==> config.mk <==
export PLATFORM = sky130hd
export DESIGN_NAME = aabb_collider_table_top
export DESIGN_NICKNAME = d
export VERILOG_FILES = /design/src/sv/act_pkg.sv /design/src/sv/act_ram.sv /design/src/sv/act_ovl.sv /design/src/sv/aabb_collider_table_top.sv
export SDC_FILE = /design/constraint.sdc
export NUM_CORES = 2
export LEC_CHECK = 0
export BUFFER_PORTS_ARGS = -buffer_cell sky130_fd_sc_hd__buf_2
export CORE_AREA = 2 2 400 402
export DETAILED_ROUTE_END_ITERATION = 12
export DIE_AREA = 0 0 402 404
export PLACE_DENSITY = 0.57
export SYNTH_ARGS = -nofsm -noshare
export SYNTH_HDL_FRONTEND = slang
export SYNTH_SLANG_ARGS = --single-unit
==> constraint.sdc <==
create_clock -name clk -period 8.6 [get_ports clk]
set_input_delay 0.86 -clock clk [delete_from_list [all_inputs] [get_ports clk]]
set_output_delay 0.86 -clock clk [all_outputs]
set_load 0.02 [all_outputs]
==> src/sv/act_pkg.sv <==
package act_pkg;

    // Fixed field widths of the collider word.
    localparam int ID_W     = 16;
    localparam int DIM_W    = 15;
    localparam int STATUS_W = 3;
    localparam int CMD_W    = 2;

    // Command codes carried by an input word.
    typedef enum logic [CMD_W-1:0] {
        CMD_ADD    = 2'd0,
        CMD_REMOVE = 2'd1,
        CMD_CHECK  = 2'd2,
        CMD_UPDATE = 2'd3
    } cmd_t;

    // Status codes carried by a result word.
    typedef enum logic [STATUS_W-1:0] {
        ST_ADDED     = 3'd0,
        ST_PRESENT   = 3'd1,
        ST_FULL      = 3'd2,
        ST_REMOVED   = 3'd3,
        ST_NOT_FOUND = 3'd4,
        ST_HIT       = 3'd5,
        ST_NO_HIT    = 3'd6,
        ST_UPDATED   = 3'd7
    } status_t;

    // Outcome of comparing the held query against one stored entry.
    typedef struct packed {
        logic id_match;
        logic hit;
    } cmp_t;

endpackage

==> src/sv/act_ram.sv <==
module act_ram #(
    parameter int WIDTH = 32,
    parameter int DEPTH = 16
) (
    input  logic                     clk,
    input  logic                     wr_en,
    input  logic [$clog2(DEPTH)-1:0] wr_addr,
    input  logic [WIDTH-1:0]         wr_data,
    input  logic [$clog2(DEPTH)-1:0] rd_addr,
    output logic [WIDTH-1:0]         rd_data
);

    logic [WIDTH-1:0] mem [DEPTH];

    // One write port and one registered read port.
    always_ff @(posedge clk)
    begin
        if (wr_en)
        begin
            mem[wr_addr] <= wr_data;
        end
        rd_data <= mem[rd_addr];
    end

endmodule

==> src/sv/act_ovl.sv <==
module act_ovl #(
    parameter int COORD_BITS = 16
) (
    input  logic [act_pkg::ID_W-1:0]  q_id,
    input  logic signed [COORD_BITS-1:0] q_left,
    input  logic signed [COORD_BITS-1:0] q_top,
    input  logic [act_pkg::DIM_W-1:0] q_width,
    input  logic [act_pkg::DIM_W-1:0] q_height,
    input  logic                      q_proj,
    input  logic [act_pkg::ID_W-1:0]  e_id,
    input  logic signed [COORD_BITS-1:0] e_left,
    input  logic signed [COORD_BITS-1:0] e_top,
    input  logic [act_pkg::DIM_W-1:0] e_width,
    input  logic [act_pkg::DIM_W-1:0] e_height,
    input  logic                      e_proj,
    output act_pkg::cmp_t             res
);

    // Edges are formed wide enough that left plus width never wraps.
    localparam int SUM_W = ((COORD_BITS > act_pkg::DIM_W) ? COORD_BITS : act_pkg::DIM_W) + 2;

    logic signed [SUM_W-1:0] ql, qt, qr, qb;
    logic signed [SUM_W-1:0] el, et, er, eb;
    logic signed [SUM_W-1:0] qw, qh, ew, eh;
    logic                    overlap;

    // Extend edges and sizes, then form the right and bottom edges.
    always_comb
    begin
        ql = SUM_W'(q_left);
        qt = SUM_W'(q_top);
        el = SUM_W'(e_left);
        et = SUM_W'(e_top);
        qw = SUM_W'(q_width);
        qh = SUM_W'(q_height);
        ew = SUM_W'(e_width);
        eh = SUM_W'(e_height);
        qr = ql + qw;
        qb = qt + qh;
        er = el + ew;
        eb = et + eh;
    end

    // Strict overlap on both axes.
    assign overlap = (ql < er) && (qr > el) && (qt < eb) && (qb > et);

    // A hit skips the query's own id and projectile pairs.
    assign res.id_match = (q_id == e_id);
    assign res.hit      = overlap && (q_id != e_id) && !(q_proj && e_proj);

endmodule

==> src/sv/aabb_collider_table_top.sv <==
// Channel  Handshake             Words carried
// -------  --------------------  ------------------------------------------------
// req      req_valid/req_stall   cmd, collider_id, left_x, top_y, rect_width,
//                                rect_height, is_projectile
// rsp      rsp_valid/rsp_stall   status, other_id, last
//
// The table sits in one RAM with a registered read port, and one entry is
// visited per cycle unless rsp stalls. Add, update and check keep req stalled
// until their final word is loaded, and an add or update that meets its id
// ends its search early; remove searches and then shifts later entries down.
// Hits leave one word per cycle while the scan runs, and so do not slow the scan unless rsp stalls.
// Reset clears the entry count and control state only; table contents are
// never cleared. A stalled rsp channel holds the scan and the final word, and
// req is stalled while a word is being worked.
module aabb_collider_table_top #(
    parameter int TABLE_DEPTH = 16,
    parameter int COORD_BITS  = 16
) (
    input  logic                            clk,
    input  logic                            rst_n,
    input  logic                            req_valid,
    output logic                            req_stall,
    input  logic [act_pkg::CMD_W-1:0]       cmd,
    input  logic [act_pkg::ID_W-1:0]        collider_id,
    input  logic signed [COORD_BITS-1:0]    left_x,
    input  logic signed [COORD_BITS-1:0]    top_y,
    input  logic [act_pkg::DIM_W-1:0]       rect_width,
    input  logic [act_pkg::DIM_W-1:0]       rect_height,
    input  logic                            is_projectile,
    output logic                            rsp_valid,
    input  logic                            rsp_stall,
    output logic [act_pkg::STATUS_W-1:0]    status,
    output logic [act_pkg::ID_W-1:0]        other_id,
    output logic                            last
);

    localparam int IDX_W = $clog2(TABLE_DEPTH);
    localparam int CNT_W = $clog2(TABLE_DEPTH + 1);
    localparam int ID_W  = act_pkg::ID_W;
    localparam int DIM_W = act_pkg::DIM_W;
    localparam int ENT_W = ID_W + 2 * COORD_BITS + 2 * DIM_W + 1;

    // Field positions inside one stored entry.
    localparam int H_LO   = 1;
    localparam int W_LO   = H_LO + DIM_W;
    localparam int TOP_LO = W_LO + DIM_W;
    localparam int LFT_LO = TOP_LO + COORD_BITS;
    localparam int ID_LO  = LFT_LO + COORD_BITS;

    typedef enum logic [4:0] {
        S_IDLE  = 5'b00001,
        S_FIND  = 5'b00010,
        S_SHIFT = 5'b00100,
        S_SCAN  = 5'b01000,
        S_RESP  = 5'b10000
    } state_t;

    state_t                   state_reg, state_next;
    logic [CNT_W-1:0]         count_reg, count_next;
    logic [CNT_W-1:0]         ptr_reg, ptr_next;
    logic                     pend_valid_reg, pend_valid_next;
    logic [ID_W-1:0]          pend_id_reg, pend_id_next;
    act_pkg::status_t         resp_status_reg, resp_status_next;

    act_pkg::cmd_t            q_cmd_reg;
    logic [ID_W-1:0]          q_id_reg;
    logic signed [COORD_BITS-1:0] q_left_reg, q_top_reg;
    logic [DIM_W-1:0]         q_w_reg, q_h_reg;
    logic                     q_proj_reg;

    logic                     out_valid_reg, out_valid_next;
    act_pkg::status_t         out_status_reg, out_status_next;
    logic [ID_W-1:0]          out_id_reg, out_id_next;
    logic                     out_last_reg, out_last_next;
    logic                     out_load, out_free;

    logic                     req_accept, at_end;
    logic                     wr_en;
    logic [IDX_W-1:0]         wr_addr;
    logic [ENT_W-1:0]         wr_data, rd_data, new_entry;
    act_pkg::cmp_t            cmp;

    assign req_stall  = (state_reg != S_IDLE);
    assign req_accept = req_valid && !req_stall;
    assign out_free   = !out_valid_reg || !rsp_stall;
    assign at_end     = (ptr_reg >= count_reg);
    assign new_entry  = {q_id_reg, q_left_reg, q_top_reg, q_w_reg, q_h_reg, q_proj_reg};

    // Entry storage; the read address follows the scan pointer's next value.
    act_ram #(
        .WIDTH (ENT_W),
        .DEPTH (TABLE_DEPTH)
    ) u_ram (
        .clk     (clk),
        .wr_en   (wr_en),
        .wr_addr (wr_addr),
        .wr_data (wr_data),
        .rd_addr (ptr_next[IDX_W-1:0]),
        .rd_data (rd_data)
    );

    // Shared compare unit for id search and overlap test.
    act_ovl #(
        .COORD_BITS (COORD_BITS)
    ) u_ovl (
        .q_id     (q_id_reg),
        .q_left   (q_left_reg),
        .q_top    (q_top_reg),
        .q_width  (q_w_reg),
        .q_height (q_h_reg),
        .q_proj   (q_proj_reg),
        .e_id     (rd_data[ENT_W-1:ID_LO]),
        .e_left   (rd_data[ID_LO-1:LFT_LO]),
        .e_top    (rd_data[LFT_LO-1:TOP_LO]),
        .e_width  (rd_data[TOP_LO-1:W_LO]),
        .e_height (rd_data[W_LO-1:H_LO]),
        .e_proj   (rd_data[0]),
        .res      (cmp)
    );

    // Sequencer.
    always_comb
    begin
        state_next       = state_reg;
        count_next       = count_reg;
        ptr_next         = ptr_reg;
        pend_valid_next  = pend_valid_reg;
        pend_id_next     = pend_id_reg;
        resp_status_next = resp_status_reg;
        wr_en            = 1'b0;
        wr_addr          = ptr_reg[IDX_W-1:0];
        wr_data          = new_entry;
        out_load         = 1'b0;
        out_status_next  = out_status_reg;
        out_id_next      = out_id_reg;
        out_last_next    = out_last_reg;

        unique case (state_reg)
            S_IDLE:
            begin
                if (req_accept)
                begin
                    ptr_next        = '0;
                    pend_valid_next = 1'b0;
                    if (act_pkg::cmd_t'(cmd) == act_pkg::CMD_CHECK)
                    begin
                        state_next = S_SCAN;
                    end
                    else
                    begin
                        state_next = S_FIND;
                    end
                end
            end

            S_FIND:
            begin
                if (at_end)
                begin
                    state_next = S_RESP;
                    unique case (q_cmd_reg) inside
                        act_pkg::CMD_ADD:
                        begin
                            if (count_reg == CNT_W'(TABLE_DEPTH))
                            begin
                                resp_status_next = act_pkg::ST_FULL;
                            end
                            else
                            begin
                                wr_en            = 1'b1;
                                wr_addr          = count_reg[IDX_W-1:0];
                                count_next       = count_reg + CNT_W'(1);
                                resp_status_next = act_pkg::ST_ADDED;
                            end
                        end
                        act_pkg::CMD_REMOVE, act_pkg::CMD_UPDATE, act_pkg::CMD_CHECK:
                        begin
                            resp_status_next = act_pkg::ST_NOT_FOUND;
                        end
                    endcase
                end
                else if (cmp.id_match)
                begin
                    unique case (q_cmd_reg) inside
                        act_pkg::CMD_ADD, act_pkg::CMD_CHECK:
                        begin
                            resp_status_next = act_pkg::ST_PRESENT;
                            state_next       = S_RESP;
                        end
                        act_pkg::CMD_UPDATE:
                        begin
                            wr_en            = 1'b1;
                            resp_status_next = act_pkg::ST_UPDATED;
                            state_next       = S_RESP;
                        end
                        act_pkg::CMD_REMOVE:
                        begin
                            ptr_next   = ptr_reg + CNT_W'(1);
                            state_next = S_SHIFT;
                        end
                    endcase
                end
                else
                begin
                    ptr_next = ptr_reg + CNT_W'(1);
                end
            end

            // Close the gap: entry at ptr moves down one slot.
            S_SHIFT:
            begin
                if (at_end)
                begin
                    count_next       = count_reg - CNT_W'(1);
                    resp_status_next = act_pkg::ST_REMOVED;
                    state_next       = S_RESP;
                end
                else
                begin
                    wr_en    = 1'b1;
                    wr_addr  = ptr_reg[IDX_W-1:0] - IDX_W'(1);
                    wr_data  = rd_data;
                    ptr_next = ptr_reg + CNT_W'(1);
                end
            end

            // A hit is held until the next one shows it is not the final word.
            S_SCAN:
            begin
                if (at_end)
                begin
                    resp_status_next = pend_valid_reg ? act_pkg::ST_HIT : act_pkg::ST_NO_HIT;
                    state_next       = S_RESP;
                end
                else if (cmp.hit)
                begin
                    if (!pend_valid_reg)
                    begin
                        pend_valid_next = 1'b1;
                        pend_id_next    = rd_data[ENT_W-1:ID_LO];
                        ptr_next        = ptr_reg + CNT_W'(1);
                    end
                    else if (out_free)
                    begin
                        out_load        = 1'b1;
                        out_status_next = act_pkg::ST_HIT;
                        out_id_next     = pend_id_reg;
                        out_last_next   = 1'b0;
                        pend_id_next    = rd_data[ENT_W-1:ID_LO];
                        ptr_next        = ptr_reg + CNT_W'(1);
                    end
                end
                else
                begin
                    ptr_next = ptr_reg + CNT_W'(1);
                end
            end

            S_RESP:
            begin
                if (out_free)
                begin
                    out_load        = 1'b1;
                    out_status_next = resp_status_reg;
                    out_id_next     = (resp_status_reg == act_pkg::ST_HIT) ? pend_id_reg : '0;
                    out_last_next   = 1'b1;
                    state_next      = S_IDLE;
                end
            end

            default:
            begin
                state_next = S_IDLE;
            end
        endcase
    end

    assign out_valid_next = out_load || (out_valid_reg && rsp_stall);

    // Control registers.
    always_ff @(posedge clk or negedge rst_n)
    begin
        if (!rst_n)
        begin
            state_reg      <= S_IDLE;
            count_reg      <= '0;
            ptr_reg        <= '0;
            pend_valid_reg <= 1'b0;
            out_valid_reg  <= 1'b0;
        end
        else
        begin
            state_reg      <= state_next;
            count_reg      <= count_next;
            ptr_reg        <= ptr_next;
            pend_valid_reg <= pend_valid_next;
            out_valid_reg  <= out_valid_next;
        end
    end

    // Payload registers.
    always_ff @(posedge clk)
    begin
        pend_id_reg     <= pend_id_next;
        resp_status_reg <= resp_status_next;
        out_status_reg  <= out_status_next;
        out_id_reg      <= out_id_next;
        out_last_reg    <= out_last_next;
        if (req_accept)
        begin
            q_cmd_reg  <= act_pkg::cmd_t'(cmd);
            q_id_reg   <= collider_id;
            q_left_reg <= left_x;
            q_top_reg  <= top_y;
            q_w_reg    <= rect_width;
            q_h_reg    <= rect_height;
            q_proj_reg <= is_projectile;
        end
    end

    assign rsp_valid = out_valid_reg;
    assign status    = out_status_reg;
    assign other_id  = out_id_reg;
    assign last      = out_last_reg;

    // The fill count never passes the table depth.
    assert property (@(posedge clk) disable iff (!rst_n)
        count_reg <= CNT_W'(TABLE_DEPTH))
        else $error("entry count above table depth");

    // Only hit words can be followed by more words of the same item.
    assert property (@(posedge clk) disable iff (!rst_n)
        (out_valid_reg && !out_last_reg) |-> (out_status_reg == act_pkg::ST_HIT))
        else $error("non-final word without hit status");

    // A finished removal drops the count by exactly one.
    assert property (@(posedge clk) disable iff (!rst_n)
        (state_reg == S_SHIFT && state_next == S_RESP)
        |=> (count_reg + CNT_W'(1) == $past(count_reg)))
        else $error("removal did not shrink the table by one");

    // A pending hit only exists during a scan, its final word, or the idle time after it.
    assert property (@(posedge clk) disable iff (!rst_n)
        pend_valid_reg |-> (state_reg == S_SCAN || state_reg == S_RESP
                            || state_reg == S_IDLE))
        else $error("pending hit outside a check");

endmodule
* Word level (Yosys, flattened, before mapping) *
Memory sizes are Yosys's and may differ from the RTL's. A register that Yosys moved wholly into a read port is not among the register bits.
Cells that the tools add are included.

word-level totals
  flip-flop bits (word level) = 137
  bits in latches = 0
  memory bits (writable) = 1264
  memory bits (read-only) = 0
  input bits = 85
  output and inout bits = 22
  logic and storage cells = 175
  memories kept = 1

memory list
  memory     words  width  read ports  clocked after Yosys merged registers in  wr ports  RTL line       RTL
  u_ram.mem  16     79     1           1                                        1         act_ram.sv:13  logic [WIDTH-1:0] mem [DEPTH];

cells by class
  add/subtract/negate cells = 8
  multipliers = 0
  div/mod/pow operators = 0
  order comparisons = 5
  equality and inequality tests = 33
  shift operators = 0
  muxes and demuxes = 78
  bitwise logic cells = 1
  reductions and logical operators = 31

operators with widths
  operator                                      count
  two-way mux 79 bit                            2
  two-way mux 16 bit                            8
  two-way mux 5 bit                             18
  adder 16 x 16 -> 17 bit                       4
  case mux 5 bit (4 select lines)               2
  > comparator 17 x 16 -> 1 bit                 2
  < comparator 16 x 17 -> 1 bit                 2
  case mux 16 bit (2 select lines)              1
  two-way mux 3 bit                             9
  inequality test 2 bit, second input constant  13
  two-way mux 1 bit                             20
  two-way mux 4 bit                             5
  case mux 5 bit (2 select lines)               2
  case mux 3 bit (2 select lines)               3
  == test 16 bit                                1
  inequality test 16 bit                        1
  AND reduction 4 bit                           3
  adder 5 x 1 -> 5 bit, second input constant   2
  == test 5 bit, second input constant          2
  AND reduction 5 bit                           2
  case mux 3 bit (3 select lines)               1
  logical AND 1 bit                             8
  case mux 1 bit (2 select lines)               4
  case mux 4 bit (2 select lines)               1
  27 further kinds                              40

* Depth between registers and ports, before layout *
  depth in word-level cells = 11
  mapped depth = 29
  depth with buffers taken out = 26

* Cells and area by module *
From an unflattened synthesis, not the netlist that was laid out.

unflattened totals
  cells, all modules = 3204
  area total of the unflattened synthesis = 59629.7 um^2

by module, submodules not included
  module                   times used  cells each  area each (um^2)  seq. area each (um^2)
  act_ram                  1           2028        48883.1           39537.9
  aabb_collider_table_top  1           561         6187.2            4030.1
  act_ovl                  1           615         4559.4            0.0

* Least setup slack after synthesis *
No wires, ideal clock.

  path kind = reg2reg
  from = register ptr_reg[0]
  to = memory u_ram.mem[11][0] (netlist name), enable pin
  setup time = 517 ps
  data arrival time = 5902 ps
  required time = 8083 ps
  slack = 2181 ps
  stages on the path, launching flop included = 14
  path buffers = 1
  clock period less this slack = 6419 ps
  cell sequence = dfrtp_1 > inv_1 > ha_1 > nand2b_1 > a211o_1 > a41oi_1 > clkbuf_1 > nor3_1 > nor2_1 > a21oi_1 > a31oi_1 > nor2b_1 > nand2_1 > nor2_1

between the ends
  longest elaborated chain between the ends = 5
  elaborated cells on any way between the ends = 12
  classes of those cells = add/sub (1); order compare (1); mux (10)

ends and longest elaborated chain
  what                                         RTL line                                                        RTL
  start: declaration                           aabb_collider_table_top.sv:60                                   logic [CNT_W-1:0] ptr_reg, ptr_next;
  start signal: assignment                     aabb_collider_table_top.sv:295                                  ptr_reg <= ptr_next;
  >= comparator 5 bit                          aabb_collider_table_top.sv:86                                   assign at_end = (ptr_reg >= count_reg);
  two-way mux 1 bit, on equally long branches  aabb_collider_table_top.sv:212, aabb_collider_table_top.sv:158
  case mux 1 bit (2 select lines)              aabb_collider_table_top.sv:138                                  unique case (state_reg)
  two-way mux 1 bit                            act_ram.sv:18                                                   if (wr_en)
  two-way mux 1 bit (implied by the code)      act_ram.sv:20                                                   mem[wr_addr] <= wr_data;
  end: declaration                             act_ram.sv:13

Several ways; a longest one is shown, not always the timed one.

* Worst setup path in the final report *
  from = register u_ram.rd_data[1], read port of u_ram.mem
  to = register u_ram.rd_data[53], read port of u_ram.mem

between the ends
  longest elaborated chain between the ends = 9

ends and longest elaborated chain
  what                             RTL line                        RTL
  start: declaration               act_ram.sv:10                   output logic [WIDTH-1:0] rd_data
  adder 16 x 16 -> 17 bit          act_ovl.sv:41                   eb = et + eh;
  < comparator 16 x 17 -> 1 bit    act_ovl.sv:45                   assign overlap = (ql < er) && (qr > el) && (qt < eb) && (qb > et);
  logical AND 1 bit (2 in a row)   act_ovl.sv:45
  logical AND 1 bit (2 in a row)   act_ovl.sv:49                   assign res.hit = overlap && (q_id != e_id) && !(q_proj && e_proj);
  two-way mux 5 bit                aabb_collider_table_top.sv:235  else if (cmp.hit)
  two-way mux 5 bit                aabb_collider_table_top.sv:230  if (at_end)
  case mux 5 bit (4 select lines)  aabb_collider_table_top.sv:138

Every way passes these cells. The select of a mux whose other input is x is not followed.
A chain may end at the register's enable or synchronous reset.

==> results.ini <==
[critical_path]
crit_cells = 25
critPathKind = reg -> reg
cpPeakStageDelay_ps = 870
critical_path.max_fanout = 40
setup.worst_path.start_class = register
critPathTopFamily = compound AO/OA/AOI/OAI gates
critPathCaptureType = register
r2r_cells = 25
critPathArrivalTime_ps = 8670
slowest_stage = a222oi_1
crit_required_ps = 9290
crit_buf_inv = 2

[sta]
fmax_mhz = 125.2
hold_viol = 0
rsz0062_at_grt = false
setup-tns-final_ps = 0
drv_slew = 0
final.min_clock_period_ps = 7986
slew_headroom_pct = 27.57
setup_ws_ps = 614.2
fin_hold_ws_ps = 246.8
fin_skew_ps = 40.00
fin_crit_sh_pct = 92.86
tightest_slew_ps = 1077
setup_viol = 0

[global_route]
grt_overflow = 0
grt_max_degree = 80
grt_pass1_wl_mm = 213.9
grt_pass1_vias = 31888
track_usage_pct = 17.93
antenna_found_initial = 3

[die]
start_util_pct = 39.75
core_area_um2 = 157800
dieArea_um2 = 162400
die_y_um = 404
die_w_um = 402
num_rows = 146
io_pins = 107

[yosys]
async_flop_share_pct = 1.149
synth.distinct_cells = 67
synth-edff-count = 1384
synth_ff_type = edfxtp_1
syn-num-nets = 3920
syn_inst = 3694
synth-seq-cells = 1480
yosysWarnings = 0
syn_area_um2 = 62740
synth-seq-area-share_pct = 69.44
syn_area_per_cell_um2 = 16.98

[clock_tree]
clk_latency_ps = 790
clock-sinks = 1480
root_buffer = clkbuf_16
cts_buffer_depth = 3
h-tree-depth = 4
post_cts_buffers = 0
cts_buffers = 157
cts_tree = yes
ctsResizeCount = 0
clkTransAtPathRegs_ps = 60

[cells_and_area]
final_common_cell = edfxtp_1
reg_top3 = u_ram.mem x1264, u_ram.rd_data x79
largest_register_ffs = 1264
antenna_cells = 0
layout_common_cells = 1384 x edfxtp_1, 1188 x mux2i_1, 158 x clkbuf_16
layout-drive-gt1-share_pct = 12.80
fin_cells = 6111
nFillCells = 13608
regMostFlops = u_ram.mem
nets = 4133
syn2layout_area_growth_pct = 13.88

[outcome]
status = completed

[pwr]
power_density_nw_per_um2 = 325.9
p_leak_nw = 23.80
peakVddDrop_uv = 454.6

[flow_run]
max-cap-violations = 0

[drt]
routed_wl_mm = 147.0
vias_per_cell = 5.214
drt_iter0_drc = 2325
post_drt_wl_per_cell_um = 24.05
via_count = 31864
dr.pass1.iters = 5
drtAntennaViolNets = 0
drcViolationCount = 0

[worst_hold_path]
min_path_cells = 1
hold_path_class = in -> reg

[placed_design]
place_inst = 5819
preCtsSetupSlack_ps = 680.6
dp_hpwl_mm = 79.94
gp_congestion = 0.7739
port_buffers = 106

-- report_power, final --
group	leakage (nW)	total (mW)	switching (mW)	internal [mW]
clock network	2.52	6.77	2.79	3.98
logic	7.92	7.50	4.24	3.26
registers	13.4	9.01	0.401	8.61
total	23.8	23.3	7.42	15.9
-- routing by layer --
layer / vias to the layer above / global-route usage, % / routed length (µm)
met2: 622 / 29.68 / 70740
met1: 16320 / 24.97 / 67770
met4: 0 / 4.214 / 2508
met5: - / 0 / 0
met3: 164 / 2.585 / 5939
li1: 14758 / - / -
-- Yosys cell counts, drive strengths merged (5+ instances only) --
cell type,count,area share [%]
a31oi,7,0.070
nor4,7,0.070
a21boi,9,0.11
nor3,11,0.088
a21o,24,0.29
buf,132,1.5
fa,5,0.16
a211oi,12,0.14
and2,19,0.19
edfxtp,1384,66
nand2,84,0.50
nor3b,5,0.060
nand2b,10,0.10
ha,136,2.7
nor2b,12,0.12
xnor2,55,0.77
mux2i,1188,19
dfrtp,16,0.64
clkbuf,22,0.14
a21oi,60,0.48
o21bai,13,0.16
or3,9,0.090
inv,87,0.52
mux2,49,0.88
nand3,28,0.22
o21a,8,0.096
nand4,9,0.090
nand3b,7,0.084
nor2,63,0.38
dfxtp,79,2.5
xor2,15,0.21
o31a,5,0.070
o21ai,66,0.53
-- cells by family (layout without fill, tap and decap cells) --
logic type               count (synthesis)  in the layout  synth area share [%]
multiplexers                          1237           1237                 19.83
AND/OR/NAND/NOR                        283            283                 2.237
flip-flops                            1480           1480                 69.44
adder cells (fa/ha/maj)                142            142                 2.888
buffers and inverters                  242            587                 2.176
XOR/XNOR                                70             70                0.9772
AO/OA/AOI/OAI                          240            240                 2.449
-- timing repair --
| action | in CTS | in global routing |
|---|---|---|
| setup endpoints to repair | 0 | 0 |
| hold endpoints to repair | 16 | 0 |
| hold buffers | 1 | 0 |
-- final timing paths --
path	startpoint	end	slack (ps)
min in group asynchronous	rst_n	rsp_valid	550
worst max register to register	u_ram.rd_data[1]	u_ram.rd_data[53]	610
max in group asynchronous	rst_n	state_reg[0]	7720
worst min-delay path	collider_id[10]	q_id_reg[10]	250
worst max-delay path	u_ram.rd_data[1]	u_ram.rd_data[53]	610
worst min register to register	u_ram.rd_data[71]	pend_id_reg[8]	490
-- layout make-up --
| class | instances | area (µm²) | area share (%) |
|---|---|---|---|
| flip-flops and latches | 1480 | 43570 | 60.98 |
| clock buffers | 207 | 4258 | 5.959 |
| clock inverters | 84 | 927.1 | 1.298 |
| well taps | 2072 | 2592 | 3.629 |
| inverters | 88 | 332.8 | 0.4658 |
| repair buffers | 208 | 1774 | 2.483 |
| multi-input cells | 1972 | 17990 | 25.19 |
-- metrics by stage --
step / instance area, µm² / util (%) / power, mW
2_1_floorplan: 62740 / - / 14.71
3_3_place_gp: 66250 / 41.98 / 16.68
3_5_place_dp: 66250 / 41.98 / 16.71
4_1_cts: 71450 / 45.27 / 23.53
5_1_grt: 71450 / 45.27 / 24.54
6_report: 71450 / 45.27 / 23.29
Power figures use the tool's default switching activity.
